==> src/rtl/pswa_pkg.sv <==
// Shared types, codes and helpers of the priority scheduler with aging.
`default_nettype none
package pswa_pkg;

    localparam int TABLE_ENTRIES_DEF = 16;

    // Input function codes
    localparam logic [1:0] FN_CREATE   = 2'd0;
    localparam logic [1:0] FN_TICK     = 2'd1;
    localparam logic [1:0] FN_BLOCK    = 2'd2;
    localparam logic [1:0] FN_ACTIVATE = 2'd3;

    // Result status codes
    localparam logic [1:0] STAT_OK    = 2'd0;
    localparam logic [1:0] STAT_SHORT = 2'd1;
    localparam logic [1:0] STAT_FULL  = 2'd2;
    localparam logic [1:0] STAT_NONE  = 2'd3;

    // Configuration register indexes
    localparam logic [1:0] CFG_MEM_CAP  = 2'd0;
    localparam logic [1:0] CFG_PRN_CAP  = 2'd1;
    localparam logic [1:0] CFG_PREEMPT  = 2'd2;

    localparam logic [11:0] MEM_MAX = 12'hFFF;
    localparam logic [3:0]  PRN_MAX = 4'hF;
    localparam logic [15:0] CNT_MAX = 16'hFFFF;

    typedef enum logic [1:0] {
        K_EMPTY   = 2'd0,
        K_WAIT    = 2'd1,
        K_READY   = 2'd2,
        K_BLOCKED = 2'd3
    } t_kind;

    // Purpose of a best-priority scan
    typedef enum logic [1:0] {
        P_DISP   = 2'd0,
        P_REDISP = 2'd1,
        P_PRE    = 2'd2
    } t_pass;

    typedef enum logic [15:0] {
        ST_IDLE     = 16'h0001,
        ST_CR_FIND  = 16'h0002,
        ST_AGE_RD   = 16'h0004,
        ST_AGE_WR   = 16'h0008,
        ST_ADM_RD   = 16'h0010,
        ST_ADM_CHK  = 16'h0020,
        ST_ADM_END  = 16'h0040,
        ST_BEST_RD  = 16'h0080,
        ST_BEST_CHK = 16'h0100,
        ST_BEST_END = 16'h0200,
        ST_RUN_RD   = 16'h0400,
        ST_RUN_CHK  = 16'h0800,
        ST_ACT_RD   = 16'h1000,
        ST_ACT_CHK  = 16'h2000,
        ST_TEND     = 16'h4000,
        ST_DONE     = 16'h8000
    } t_state;

    // One table entry as held in the entry RAM
    typedef struct packed {
        logic [7:0]  id;
        logic [15:0] arrival;
        logic [15:0] service;
        logic [15:0] remaining;
        logic [7:0]  prio;
        logic [15:0] waited;
        logic [11:0] mem;
        logic [3:0]  prn;
    } t_entry;

    // Base priority plus half the wait
    function automatic logic [15:0] eff_prio(t_entry e);
        return 16'(e.prio) + 16'(e.waited[15:1]);
    endfunction

endpackage
`default_nettype wire

==> src/rtl/pswa_ram.sv <==
// Generic simple dual-port RAM, one write port, registered read.
`default_nettype none
module pswa_ram #(
    parameter int WIDTH = 8,
    parameter int DEPTH = 16
) (
    input  wire logic                     i_clk,
    input  wire logic                     i_we,
    input  wire logic [$clog2(DEPTH)-1:0] i_waddr,
    input  wire logic [WIDTH-1:0]         i_wdata,
    input  wire logic [$clog2(DEPTH)-1:0] i_raddr,
    output logic      [WIDTH-1:0]         o_rdata
);
    logic [WIDTH-1:0] r_mem [DEPTH];

    always_ff @(posedge i_clk) begin
        if (i_we) begin
            r_mem[i_waddr] <= i_wdata;
        end
        o_rdata <= r_mem[i_raddr];
    end
endmodule
`default_nettype wire

==> src/rtl/priority_scheduler_with_aging.sv <==
// Top level of the priority scheduler with aging: control sequencer and entry RAM.
`default_nettype none
// Task table of TABLE_ENTRIES entries; each entry's fields sit in one RAM word,
// the entry kinds (empty/waiting/ready/blocked) and one running slot in flops.
// One item at a time; every item gives exactly one result. A tick ages the
// table, runs the admission rounds, reads the running task, makes up to three
// best-priority scans and advances the tick. The entry RAM gives one entry per
// read and is scanned entry by entry for aging, for each admission round
// (oldest arrival first) and for every best-priority pick.
// Configuration writes are accepted only while idle; writing a capacity
// reloads the matching free count. No clearing pass is needed.
module priority_scheduler_with_aging #(
    parameter int TABLE_ENTRIES = pswa_pkg::TABLE_ENTRIES_DEF
) (
    input  wire logic         i_clk,
    input  wire logic         i_rst_n,
    input  wire logic         s_axis_tvalid,
    output logic              s_axis_tready,
    // [15:0] arrival_time, [31:16] service_time, [39:32] base_priority,
    // [51:40] memory_request, [55:52] printer_request, [63:56] wake_id
    input  wire logic [63:0]  s_axis_tdata,
    // [1:0] func
    input  wire logic [1:0]   s_axis_tuser,
    output logic              m_axis_tvalid,
    input  wire logic         m_axis_tready,
    // [7:0] new_id, [8] finished_valid, [16:9] finished_id,
    // [32:17] completion_time, [49:33] turnaround, [65:50] final_priority,
    // [66] running_valid, [74:67] running_id, [86:75] free_memory,
    // [90:87] free_printers, [106:91] current_tick, [111:107] zero
    output logic [111:0]      m_axis_tdata,
    // [1:0] status
    output logic [1:0]        m_axis_tuser,
    input  wire logic         i_cfg_valid,
    output logic              o_cfg_ready,
    input  wire logic [1:0]   i_cfg_index,
    input  wire logic [11:0]  i_cfg_data
);
    localparam int IDX_W = $clog2(TABLE_ENTRIES);
    localparam int CNT_W = $clog2(TABLE_ENTRIES + 1);
    localparam logic [CNT_W-1:0] LAST = CNT_W'(TABLE_ENTRIES);

    pswa_pkg::t_state n_state, r_state;
    pswa_pkg::t_kind  r_kind [TABLE_ENTRIES];
    logic             r_seen [TABLE_ENTRIES];
    pswa_pkg::t_pass  r_pass;

    logic [CNT_W-1:0] r_i;
    logic [IDX_W-1:0] ix;
    logic             at_end;

    logic             r_run;
    logic [IDX_W-1:0] r_ri;
    logic [7:0]       r_run_id;
    logic [15:0]      r_run_eff;
    logic [15:0]      r_tick;
    logic [7:0]       r_next_id;
    logic [11:0]      r_mem_free;
    logic [3:0]       r_prn_free;
    logic             r_preempt;

    // latched item
    logic [63:0]      r_in;

    // scan best
    logic             r_found;
    logic [IDX_W-1:0] r_bidx;
    logic [15:0]      r_beff;
    logic [7:0]       r_bid;
    logic [15:0]      r_barr;
    logic [11:0]      r_bmem;
    logic [3:0]       r_bprn;

    // result
    logic [1:0]       r_status;
    logic [7:0]       r_new_id;
    logic             r_fin_v;
    logic [7:0]       r_fin_id;
    logic [15:0]      r_fin_time;
    logic [16:0]      r_fin_turn;
    logic [15:0]      r_fin_prio;
    logic             r_m_valid;
    logic [111:0]     r_m_data;
    logic [1:0]       r_m_user;

    // RAM
    logic             ram_we;
    logic [IDX_W-1:0] ram_waddr, ram_raddr;
    pswa_pkg::t_entry ram_wdata, rd;

    pswa_ram #(
        .WIDTH ($bits(pswa_pkg::t_entry)),
        .DEPTH (TABLE_ENTRIES)
    ) u_ram (
        .i_clk   (i_clk),
        .i_we    (ram_we),
        .i_waddr (ram_waddr),
        .i_wdata (ram_wdata),
        .i_raddr (ram_raddr),
        .o_rdata (rd)
    );

    assign ix     = r_i[IDX_W-1:0];
    assign at_end = (r_i == LAST);

    pswa_pkg::t_kind cur_kind;
    logic            is_run_ix, age_cand, adm_cand, best_cand, act_cand;
    logic            res_short, adm_fit, beats;
    logic [15:0]     rd_eff;
    logic [12:0]     mem_sum;
    logic [4:0]      prn_sum;

    always_comb begin
        cur_kind  = r_kind[ix];
        is_run_ix = r_run && (r_ri == ix);
        age_cand  = (cur_kind == pswa_pkg::K_READY) || (cur_kind == pswa_pkg::K_BLOCKED);
        adm_cand  = (cur_kind == pswa_pkg::K_WAIT) && !r_seen[ix];
        best_cand = (cur_kind == pswa_pkg::K_READY) && !is_run_ix;
        act_cand  = (cur_kind == pswa_pkg::K_BLOCKED);
        res_short = (s_axis_tdata[51:40] > r_mem_free) || (s_axis_tdata[55:52] > r_prn_free);
        adm_fit   = (r_barr <= r_tick) && (r_bmem <= r_mem_free) && (r_bprn <= r_prn_free);
        beats     = r_found && (r_run_eff < r_beff);
        rd_eff    = pswa_pkg::eff_prio(rd);
        mem_sum   = 13'(r_mem_free) + 13'(rd.mem);
        prn_sum   = 5'(r_prn_free) + 5'(rd.prn);
    end

    // RAM port control
    always_comb begin
        ram_we    = 1'b0;
        ram_waddr = ix;
        ram_raddr = (r_state == pswa_pkg::ST_RUN_RD) ? r_ri : ix;
        ram_wdata = rd;
        if (r_state == pswa_pkg::ST_AGE_WR) begin
            ram_we = 1'b1;
            if (((cur_kind == pswa_pkg::K_READY && !is_run_ix) ||
                 cur_kind == pswa_pkg::K_BLOCKED) && rd.waited != pswa_pkg::CNT_MAX) begin
                ram_wdata.waited = rd.waited + 16'd1;
            end
            if (is_run_ix && rd.remaining != 16'd0) begin
                ram_wdata.remaining = rd.remaining - 16'd1;
            end
        end else if (r_state == pswa_pkg::ST_CR_FIND && !at_end &&
                     cur_kind == pswa_pkg::K_EMPTY) begin
            ram_we              = 1'b1;
            ram_wdata.id        = r_next_id;
            ram_wdata.arrival   = r_in[15:0];
            ram_wdata.service   = r_in[31:16];
            ram_wdata.remaining = r_in[31:16];
            ram_wdata.prio      = r_in[39:32];
            ram_wdata.waited    = 16'd0;
            ram_wdata.mem       = r_in[51:40];
            ram_wdata.prn       = r_in[55:52];
        end
    end

    // Sequencer next state
    always_comb begin
        n_state = r_state;
        unique case (r_state)
            pswa_pkg::ST_IDLE: begin
                if (s_axis_tvalid) begin
                    case (s_axis_tuser)
                        pswa_pkg::FN_CREATE:
                            n_state = res_short ? pswa_pkg::ST_DONE : pswa_pkg::ST_CR_FIND;
                        pswa_pkg::FN_TICK:   n_state = pswa_pkg::ST_AGE_RD;
                        pswa_pkg::FN_BLOCK:  n_state = pswa_pkg::ST_DONE;
                        default:             n_state = pswa_pkg::ST_ACT_RD;
                    endcase
                end
            end
            pswa_pkg::ST_CR_FIND: begin
                if (at_end || cur_kind == pswa_pkg::K_EMPTY) n_state = pswa_pkg::ST_DONE;
            end
            pswa_pkg::ST_AGE_RD: begin
                if (at_end) n_state = pswa_pkg::ST_ADM_RD;
                else if (age_cand) n_state = pswa_pkg::ST_AGE_WR;
            end
            pswa_pkg::ST_AGE_WR: n_state = pswa_pkg::ST_AGE_RD;
            pswa_pkg::ST_ADM_RD: begin
                if (at_end) n_state = pswa_pkg::ST_ADM_END;
                else if (adm_cand) n_state = pswa_pkg::ST_ADM_CHK;
            end
            pswa_pkg::ST_ADM_CHK: n_state = pswa_pkg::ST_ADM_RD;
            pswa_pkg::ST_ADM_END: begin
                if (r_found) n_state = pswa_pkg::ST_ADM_RD;
                else if (r_run) n_state = pswa_pkg::ST_RUN_RD;
                else n_state = pswa_pkg::ST_BEST_RD;
            end
            pswa_pkg::ST_BEST_RD: begin
                if (at_end) n_state = pswa_pkg::ST_BEST_END;
                else if (best_cand) n_state = pswa_pkg::ST_BEST_CHK;
            end
            pswa_pkg::ST_BEST_CHK: n_state = pswa_pkg::ST_BEST_RD;
            pswa_pkg::ST_BEST_END: begin
                case (r_pass)
                    pswa_pkg::P_DISP:
                        n_state = r_found ? pswa_pkg::ST_RUN_RD : pswa_pkg::ST_TEND;
                    pswa_pkg::P_REDISP:
                        n_state = (r_found && r_preempt) ? pswa_pkg::ST_BEST_RD
                                                         : pswa_pkg::ST_TEND;
                    default: n_state = pswa_pkg::ST_TEND;
                endcase
            end
            pswa_pkg::ST_RUN_RD: n_state = pswa_pkg::ST_RUN_CHK;
            pswa_pkg::ST_RUN_CHK: begin
                if (rd.remaining == 16'd0 || r_preempt) n_state = pswa_pkg::ST_BEST_RD;
                else n_state = pswa_pkg::ST_TEND;
            end
            pswa_pkg::ST_ACT_RD: begin
                if (at_end) n_state = pswa_pkg::ST_DONE;
                else if (act_cand) n_state = pswa_pkg::ST_ACT_CHK;
            end
            pswa_pkg::ST_ACT_CHK: begin
                n_state = (rd.id == r_in[63:56]) ? pswa_pkg::ST_DONE : pswa_pkg::ST_ACT_RD;
            end
            pswa_pkg::ST_TEND: n_state = pswa_pkg::ST_DONE;
            pswa_pkg::ST_DONE: begin
                if (!r_m_valid || m_axis_tready) n_state = pswa_pkg::ST_IDLE;
            end
            default: n_state = pswa_pkg::ST_IDLE;
        endcase
    end

    always_ff @(posedge i_clk) begin
        if (!i_rst_n) begin
            r_state    <= pswa_pkg::ST_IDLE;
            for (int k = 0; k < TABLE_ENTRIES; k++) begin
                r_kind[k] <= pswa_pkg::K_EMPTY;
                r_seen[k] <= 1'b0;
            end
            r_pass     <= pswa_pkg::P_DISP;
            r_i        <= '0;
            r_run      <= 1'b0;
            r_ri       <= '0;
            r_run_id   <= 8'd0;
            r_run_eff  <= 16'd0;
            r_tick     <= 16'd0;
            r_next_id  <= 8'd0;
            r_mem_free <= 12'd0;
            r_prn_free <= 4'd0;
            r_preempt  <= 1'b0;
            r_in       <= 64'd0;
            r_found    <= 1'b0;
            r_bidx     <= '0;
            r_beff     <= 16'd0;
            r_bid      <= 8'd0;
            r_barr     <= 16'd0;
            r_bmem     <= 12'd0;
            r_bprn     <= 4'd0;
            r_status   <= pswa_pkg::STAT_OK;
            r_new_id   <= 8'd0;
            r_fin_v    <= 1'b0;
            r_fin_id   <= 8'd0;
            r_fin_time <= 16'd0;
            r_fin_turn <= 17'd0;
            r_fin_prio <= 16'd0;
            r_m_valid  <= 1'b0;
            r_m_data   <= 112'd0;
            r_m_user   <= pswa_pkg::STAT_OK;
        end else begin
            r_state <= n_state;

            // only taken in idle, so never collides with the free-count updates below
            if (i_cfg_valid && o_cfg_ready) begin
                case (i_cfg_index)
                    pswa_pkg::CFG_MEM_CAP: r_mem_free <= i_cfg_data;
                    pswa_pkg::CFG_PRN_CAP: r_prn_free <= i_cfg_data[3:0];
                    pswa_pkg::CFG_PREEMPT: r_preempt  <= i_cfg_data[0];
                    default: ;
                endcase
            end

            // in done the result register is reloaded instead
            if (r_m_valid && m_axis_tready && r_state != pswa_pkg::ST_DONE) begin
                r_m_valid <= 1'b0;
            end

            unique case (r_state)
                pswa_pkg::ST_IDLE: begin
                    if (s_axis_tvalid) begin
                        r_in       <= s_axis_tdata;
                        r_i        <= '0;
                        r_found    <= 1'b0;
                        r_new_id   <= 8'd0;
                        r_fin_v    <= 1'b0;
                        r_fin_id   <= 8'd0;
                        r_fin_time <= 16'd0;
                        r_fin_turn <= 17'd0;
                        r_fin_prio <= 16'd0;
                        for (int k = 0; k < TABLE_ENTRIES; k++) r_seen[k] <= 1'b0;
                        if (s_axis_tuser == pswa_pkg::FN_CREATE && res_short) begin
                            r_status <= pswa_pkg::STAT_SHORT;
                        end else if (s_axis_tuser == pswa_pkg::FN_BLOCK && !r_run) begin
                            r_status <= pswa_pkg::STAT_NONE;
                        end else begin
                            r_status <= pswa_pkg::STAT_OK;
                        end
                        if (s_axis_tuser == pswa_pkg::FN_BLOCK && r_run) begin
                            r_kind[r_ri] <= pswa_pkg::K_BLOCKED;
                            r_run        <= 1'b0;
                        end
                    end
                end
                pswa_pkg::ST_CR_FIND: begin
                    if (at_end) begin
                        r_status <= pswa_pkg::STAT_FULL;
                    end else if (cur_kind == pswa_pkg::K_EMPTY) begin
                        r_kind[ix] <= pswa_pkg::K_WAIT;
                        r_new_id   <= r_next_id;
                        r_next_id  <= r_next_id + 8'd1;
                    end else begin
                        r_i <= r_i + 1'b1;
                    end
                end
                pswa_pkg::ST_AGE_RD: begin
                    if (at_end) begin
                        r_i     <= '0;
                        r_found <= 1'b0;
                    end else if (!age_cand) begin
                        r_i <= r_i + 1'b1;
                    end
                end
                pswa_pkg::ST_AGE_WR: r_i <= r_i + 1'b1;
                pswa_pkg::ST_ADM_RD: begin
                    if (!at_end && !adm_cand) r_i <= r_i + 1'b1;
                end
                pswa_pkg::ST_ADM_CHK: begin
                    // strict compare keeps the lower index on equal arrival
                    if (!r_found || rd.arrival < r_barr) begin
                        r_found <= 1'b1;
                        r_bidx  <= ix;
                        r_barr  <= rd.arrival;
                        r_bmem  <= rd.mem;
                        r_bprn  <= rd.prn;
                    end
                    r_i <= r_i + 1'b1;
                end
                pswa_pkg::ST_ADM_END: begin
                    if (r_found) begin
                        r_seen[r_bidx] <= 1'b1;
                        if (adm_fit) begin
                            r_mem_free     <= r_mem_free - r_bmem;
                            r_prn_free     <= r_prn_free - r_bprn;
                            r_kind[r_bidx] <= pswa_pkg::K_READY;
                        end
                    end
                    r_i     <= '0;
                    r_found <= 1'b0;
                    r_pass  <= pswa_pkg::P_DISP;
                end
                pswa_pkg::ST_BEST_RD: begin
                    if (!at_end && !best_cand) r_i <= r_i + 1'b1;
                end
                pswa_pkg::ST_BEST_CHK: begin
                    if (!r_found || rd_eff > r_beff) begin
                        r_found <= 1'b1;
                        r_bidx  <= ix;
                        r_beff  <= rd_eff;
                        r_bid   <= rd.id;
                    end
                    r_i <= r_i + 1'b1;
                end
                pswa_pkg::ST_BEST_END: begin
                    if (r_pass == pswa_pkg::P_PRE) begin
                        if (beats) begin
                            r_ri      <= r_bidx;
                            r_run_id  <= r_bid;
                        end
                    end else if (r_found) begin
                        r_run     <= 1'b1;
                        r_ri      <= r_bidx;
                        r_run_id  <= r_bid;
                        r_run_eff <= r_beff;
                    end
                    r_i     <= '0;
                    r_found <= 1'b0;
                    r_pass  <= pswa_pkg::P_PRE;
                end
                pswa_pkg::ST_RUN_RD: ;
                pswa_pkg::ST_RUN_CHK: begin
                    r_run_eff <= rd_eff;
                    r_i       <= '0;
                    r_found   <= 1'b0;
                    r_pass    <= (rd.remaining == 16'd0) ? pswa_pkg::P_REDISP
                                                         : pswa_pkg::P_PRE;
                    if (rd.remaining == 16'd0) begin
                        r_fin_v      <= 1'b1;
                        r_fin_id     <= rd.id;
                        r_fin_time   <= r_tick;
                        r_fin_turn   <= 17'(rd.waited) + 17'(rd.service);
                        r_fin_prio   <= rd_eff;
                        r_mem_free   <= mem_sum[12] ? pswa_pkg::MEM_MAX : mem_sum[11:0];
                        r_prn_free   <= prn_sum[4] ? pswa_pkg::PRN_MAX : prn_sum[3:0];
                        r_kind[r_ri] <= pswa_pkg::K_EMPTY;
                        r_run        <= 1'b0;
                    end
                end
                pswa_pkg::ST_ACT_RD: begin
                    if (at_end) r_status <= pswa_pkg::STAT_NONE;
                    else if (!act_cand) r_i <= r_i + 1'b1;
                end
                pswa_pkg::ST_ACT_CHK: begin
                    if (rd.id == r_in[63:56]) r_kind[ix] <= pswa_pkg::K_READY;
                    else r_i <= r_i + 1'b1;
                end
                pswa_pkg::ST_TEND: begin
                    if (r_tick != pswa_pkg::CNT_MAX) r_tick <= r_tick + 16'd1;
                end
                pswa_pkg::ST_DONE: begin
                    if (!r_m_valid || m_axis_tready) begin
                        r_m_valid <= 1'b1;
                        r_m_user  <= r_status;
                        r_m_data  <= {5'd0, r_tick, r_prn_free, r_mem_free,
                                      (r_run ? r_run_id : 8'd0), r_run,
                                      r_fin_prio, r_fin_turn, r_fin_time, r_fin_id,
                                      r_fin_v, r_new_id};
                    end
                end
                default: ;
            endcase
        end
    end

    assign s_axis_tready = (r_state == pswa_pkg::ST_IDLE);
    assign m_axis_tvalid = r_m_valid;
    assign m_axis_tdata  = r_m_data;
    assign m_axis_tuser  = r_m_user;
    assign o_cfg_ready   = (r_state == pswa_pkg::ST_IDLE);

endmodule
`default_nettype wire

==> config.mk <==
export PLATFORM = sky130hd
export DESIGN_NAME = priority_scheduler_with_aging
export DESIGN_NICKNAME = d
export VERILOG_FILES = /design/src/rtl/pswa_pkg.sv /design/src/rtl/pswa_ram.sv /design/src/rtl/priority_scheduler_with_aging.sv
export SDC_FILE = /design/constraint.sdc
export NUM_CORES = 2
export LEC_CHECK = 0
export BUFFER_PORTS_ARGS = -buffer_cell sky130_fd_sc_hd__buf_2
export CAP_MARGIN = 20
export CELL_PAD_IN_SITES_DETAIL_PLACEMENT = 1
export CELL_PAD_IN_SITES_GLOBAL_PLACEMENT = 1
export CORE_UTILIZATION = 53
export DETAILED_ROUTE_END_ITERATION = 10
export PLACE_DENSITY_LB_ADDON = 0.1
export SLEW_MARGIN = 20
export SYNTH_ARGS = -nofsm -noshare
export SYNTH_HDL_FRONTEND = slang
export SYNTH_SLANG_ARGS = --single-unit
==> constraint.sdc <==
create_clock -name i_clk -period 8.06 [get_ports i_clk]
set_clock_uncertainty 0.2 [all_clocks]
set_input_delay 0.806 -clock i_clk [delete_from_list [all_inputs] [get_ports i_clk]]
set_output_delay 0.806 -clock i_clk [all_outputs]
set_load 0.02 [all_outputs]
Yosys cells after proc, flatten, opt, wreduce, memory -nomap -nowiden
Memory sizes are Yosys's and may differ from the RTL's. A register that Yosys moved wholly into a read port is not among the register bits. Index checks and enable logic that the tools add are counted.

Register bits after elaboration: 396. RAM bits: 1584. Memories kept: 3.

Memory list: u_ram.r_mem (depth 16, bits a word 96, read ports 1, clocked after memory_dff 1, write ports 1, line pswa_ram.sv:14) `logic [WIDTH-1:0] r_mem [DEPTH];`; r_kind (depth 16, bits a word 2, read ports 1, clocked after memory_dff 1, write ports 16, line priority_scheduler_with_aging.sv:43) `pswa_pkg::t_kind r_kind [TABLE_ENTRIES];`; r_seen (depth 16, bits a word 1, read ports 1, clocked after memory_dff 1, write ports 16, line priority_scheduler_with_aging.sv:44) `logic r_seen [TABLE_ENTRIES];`.

$add $sub $neg: 11. Magnitude comparators: 8. Eq/ne operators: 57. Multiplexer cells: 176. Bitwise logic cells: 19. Reductions and logical operators: 74.

Operators with widths (number): $mux 16 (23); $pmux 16 s16 (1); $mux 96 (1); $pmux 16 s2 (3); $mux 4 (20); $mux 12 (6); $mux 8 (9); $mux 1 (70); $mux 5 (10); $ne 16x16->1 const B (3); $pmux 16 s3 (1); $mux 15 (3); $pmux 5 s9 (1); $mux 40 (1); $ne 2x2->1 const B (18); $mux 17 (2); $pmux 17 s2 (1); $add 16x1->16 const B (2); $lt 16x16->1 (2); $pmux 8 s2 (2); $pmux 15 s2 (1); $pmux 12 s2 (1); $mux 11 (2); $mux 2 (11); 65 further kinds (151).

Logic depth before layout (Yosys ltp)
Depth in word-level cells: 12. Gate-level depth with buffers: 19. Mapped depth without buffers: 18.

By module
From an unflattened synthesis, not the netlist that was laid out.

Cells, all modules: 5523. Area, all modules: 83837.9 sq um.

Modules (own cells, without submodules): pswa_ram (instances 1, cells an instance 2460, area each 59355.7 sq um); priority_scheduler_with_aging (instances 1, cells an instance 3063, area each 24482.2 sq um).

Worst setup path after synthesis
Ideal clock, no wire load.

Path type: register to register. Start: reg r_state[4]. End: mem u_ram.r_mem[15][0] (netlist bit) (enable). Arrival time: 6.061 ns. Required time: 7.308 ns. Setup slack: 1.248 ns. Stages on the path, launching flop included: 8. Buffers on the path: 1. Cells stage by stage: dfxtp_1 > nor4_4 > nand4_1 > or3b_1 > clkbuf_1 > nor3_1 > nor2_1 > nor2_1.

Cells in the longest elaborated chain, start to end: 7.

RTL lines: from (decl) (line priority_scheduler_with_aging.sv:42) `pswa_pkg::t_state n_state, r_state;`; from (signal assigned) (line priority_scheduler_with_aging.sv:226) `r_state <= pswa_pkg::ST_IDLE;`; from (signal assigned) (line priority_scheduler_with_aging.sv:261) `r_state <= n_state;`; $eq 16x2->1 (line priority_scheduler_with_aging.sv:142) `end else if (r_state == pswa_pkg::ST_CR_FIND && !at_end &&`; $logic_and 1x1->1 (2 in series) (line priority_scheduler_with_aging.sv:142); $mux 1 (line priority_scheduler_with_aging.sv:142); $mux 1 * (line priority_scheduler_with_aging.sv:133) `if (r_state == pswa_pkg::ST_AGE_WR) begin`; $mux 1 * (line pswa_ram.sv:17) `if (i_we) begin`; $mux 1 (not written as such) * (line pswa_ram.sv:18) `r_mem[i_waddr] <= i_wdata;`; to (decl) (line pswa_ram.sv:14).

Mark *: on every way between the ends. The rest lies on a longest branch, timed or not.

==> out/qor.csv <==
stage,metric,value,unit
placed_design,Placer Congestion,0.832,
timing,normalized max-slew margin,24.5,%
synth,Synthesis Warnings,0,
floorplanning,starting utilization of the core area,53.5,%
synth,cells taking the most area after synthesis,"edfxtp_1 56%, dfxtp_1 12%, mux4_2 11%, nand2_1 3.4%, ha_1 2.1%",
setup_path,CP Capture Type,flip-flop,
clock_tree,hold-fix buffers at CTS,60,
timing,final hold violation count,0,
clock_tree,insertion delay to the later sink of the worst-skew pair,0.86,ns
drt,DRC marker count from the first detailed-route iteration,4751,
clock_tree,clock tree sinks,2080,
drt,detailed-routing iteration count for the pre-antenna-repair pass,5,
cells_and_area,number of standard cells in the final layout excluding fillers,8021,
setup_path,worst-path cell chain,"nor3b_1, nor2_1, a31oi_1, nand4_1, or3_4, nand2_1, and3_1, and2_4, buf_12",
power,VDD IR max,0.241,mV
drt,met3 wirelength from detailed routing,15700,um
placed_design,number of input and output port buffers inserted,196,
synth,primary flip-flop cell chosen by synthesis mapping,edfxtp_1,
power,ratio of total power to cell area,274,nW/um^2
clock_tree,Setup Buffers After CTS,0,
floorplanning,overall die area,160000,um^2
clock_tree,clock-pin slew reported for the worst setup and hold paths after clock tree synthesis,0.06,ns
synth,distinct cell type count after synthesis,81,
synth,post-synthesis sequential area ratio,68.4,%
timing,RSZ-0062 raised after global routing,false,
global_routing,maximum number of pins on one net before global-route repair,159,
setup_path,dominant delay contributor by cell family on the critical path,simple AND/OR/NAND/NOR gates,
timing,Hold Worst Slack,0.0687,ns
placed_design,number of instances in the placed design,7560,
setup_path,critical path type,reg2reg,
setup_path,crit-path max cell delay,0.98,ns
clock_tree,number of gates resized after cts,0,
drt,Routed met1 length,98700,um
placed_design,detailed placer's ending HPWL,134000,um
drt,top routing layer in use,met4,
global_routing,via count of the first global-routing pass,52200,
drt,routed via count divided by cell count,6.29,
cells_and_area,number of nets in the layout,6008,
floorplanning,ports placed on the boundary,202,
timing,Max Transition Viols Final,0,
drt,number of routed nets with antenna violations,0,
global_routing,number of antenna violations at the first check in global routing,1,
setup_path,Critical Path RT,8.35,ns
synth,post-synthesis async set-or-reset flop share,0,%
timing,number of endpoints failing setup at the final stage,0,
timing,pin slew with the least headroom to its limit,1.13,ns
timing,maximum operating frequency,192,MHz
cells_and_area,share of final-layout standard cells stronger than drive strength 1,18.3,%
setup_path,top fanout value on the critical path,56,
power,P_leak,32.9,nW
global_routing,global router's overall resource usage,29.3,%
drt,DRC violations left,0,
synth,flop and latch count out of synthesis,2080,
clock_tree,TritonCTS clock tree,built,
floorplanning,height of the die,400,um
job,count of max-cap constraint violations,0,
global_routing,wire length of the first global-routing pass,344000,um
synth,most repeated cell in the gate-level netlist after synthesis,edfxtp_1,
setup_path,nature of the critical path startpoint,flip-flop,
clock_tree,cell at the root of the clock tree,clkbuf_16,
floorplanning,row cnt,145,
hold_path,worst hold path class,in2reg,
cells_and_area,area added between synthesis and finish,13.4,%
clock_tree,CTS buffer count,208,
synth,average footprint of a synthesized cell,15.2,um^2
setup_path,CP max-delay cell,dfxtp_1,
cells_and_area,total of fill cells in the finished design,14200,
timing,fin crit period,5.19,ns
synth,number of cells produced by synthesis,5532,
run_status,result of the run,finished clean,
drt,WL met2,113000,um
timing,"Period Utilization, post-route",64.5,%
setup_path,data arrival at the endpoint of the critical path,5.48,ns
synth,"EDFF count, synth",1568,
floorplanning,area of the core,157000,um^2
setup_path,Worst Path Buf+Inv,1,
floorplanning,die width,400,um
clock_tree,clock buffer depth,3,
setup_path,flop-to-flop setup slack,2.87,ns
timing,final setup TNS,0,ns
synth,post-synth design cell area,83800,um^2
synth,cell taking the most area after synthesis,edfxtp_1,
global_routing,global route overflow,0,
placed_design,instance area at placement,87200,um^2
synth,most numerous cell types in the synthesized netlist,"1568 x edfxtp_1, 759 x nand2_1, 512 x dfxtp_1, 394 x mux4_2, 277 x nor2_1",
cells_and_area,count of inserted antenna diode cells,0,
drt,routed length per placed instance,29.1,um
cells_and_area,area of all placed cells without fillers,95100,um^2
drt,post-detailed-routing wire length,234000,um
clock_tree,H-tree depth,4,
synth,share of the synthesized area in the top cell type,56.2,%
drt,total via count after detailed routing,50400,
==> cells by family (layout without fill, tap and decap cells) <==
family,count (synthesis),after routing,share of synthesized area (%)
buf+inv,430,857,2.19
fa+ha+maj,148,148,2.26
flops,2080,2080,68.4
simple gates,1481,1481,7.97
compound gates,812,812,6.47
mux,502,502,11.9
xor+xnor,78,78,0.815
other cells,1,5,0.00447
==> worst register-to-register path, cell delays in order (launching register included) <==
cell,delay [ns]
dfxtp_1,0.98
nor3b_1,0.32
nor2_1,0.09
a31oi_1,0.22
nand4_1,0.28
or3_4,0.57
nand2_1,0.61
and3_1,0.32
and2_4,0.70
buf_12,0.47
==> layer usage <==
metal / track usage (%) / vias up
met5: 0 / -
met1: 40.9 / 26400
li1: - / 21700
met2: 48.0 / 1948
met3: 4.58 / 357
met4: 8.57 / 0
==> path summary, 6_finish.rpt <==
kind / from / end / cells after the start
setup / recovery: flip-flop / u_ram.r_mem[13][41]$_DFFE_PP_ / 9
hold / removal: s_axis_tdata[54] / r_in[54]$_SDFFE_PN0P_ / 2
setup reg to reg: flip-flop / u_ram.r_mem[13][41]$_DFFE_PP_ / 9
hold reg to reg: r_fin_prio[4]$_SDFFE_PN0P_ / m_axis_tdata[54]$_SDFFE_PN0P_ / 2
==> metrics by stage <==
step	setup WS [ns]	utilization, %	total power [W]
after floorplan	1.25	-	0.0148
after global routing	2.64	60.7	0.0269
after CTS	2.84	60.7	0.0262
after detailed placement	2.89	55.7	0.0161
final	2.87	60.7	0.0261
after global placement	3.09	55.7	0.0159
==> area by class of cell <==
type	count	area, um^2	area share (%)
Sequential cell	2080	57300	60.3
Clock buffer	275	5760	6.06
Timing Repair Buffer	346	2590	2.72
Inverter	113	432	0.454
Tap cell	2058	2570	2.71
Multi-Input combinational cell	3026	24900	26.2
Clock inverter	123	1450	1.52
==> sequential cells by signal (all words and copies together), names as in the netlist, 16 cells and up, named ones only <==
signal	count
r_run_eff	16
r_fin_time	16
m_axis_tdata	107
u_ram.r_mem	1536
r_fin_turn	17
r_kind	32
r_in	64
r_beff	16
r_fin_prio	16
r_tick	16
r_seen	16
u_ram.o_rdata	96
r_state	16
r_barr	16
==> where the power goes <==
| group | switching, W | total, W | internal (W) |
|---|---|---|---|
| clock network | 0.00425 | 0.0101 | 0.00589 |
| registers | 0.000377 | 0.0126 | 0.0123 |
| logic | 0.00224 | 0.00331 | 0.00107 |
| total | 0.00687 | 0.0261 | 0.0192 |
==> layout by cell type (no fill, tap or decap), types with 19 or more instances in the layout <==
cell,n
inv_1,112
nand2b_1,28
clkbuf_1,42
nand2_1,759
a21oi_1,205
mux4_2,394
nor3_1,52
clkbuf_8,20
xor2_1,34
and2_1,108
clkbuf_16,213
a22o_1,74
buf_4,64
a211oi_1,112
buf_2,196
clkinv_2,50
ha_1,142
a21o_1,35
dlygate4sd3_1,60
o211ai_1,35
buf_12,25
a22oi_1,52
bufinv_16,26
mux2i_1,90
o21ai_0,81
nor2b_1,19
a31oi_1,114
nand3_1,69
edfxtp_1,1568
nor2_1,274
nand4_1,32
xnor2_1,44
dfxtp_1,512
Power figures use the tool's default switching activity.
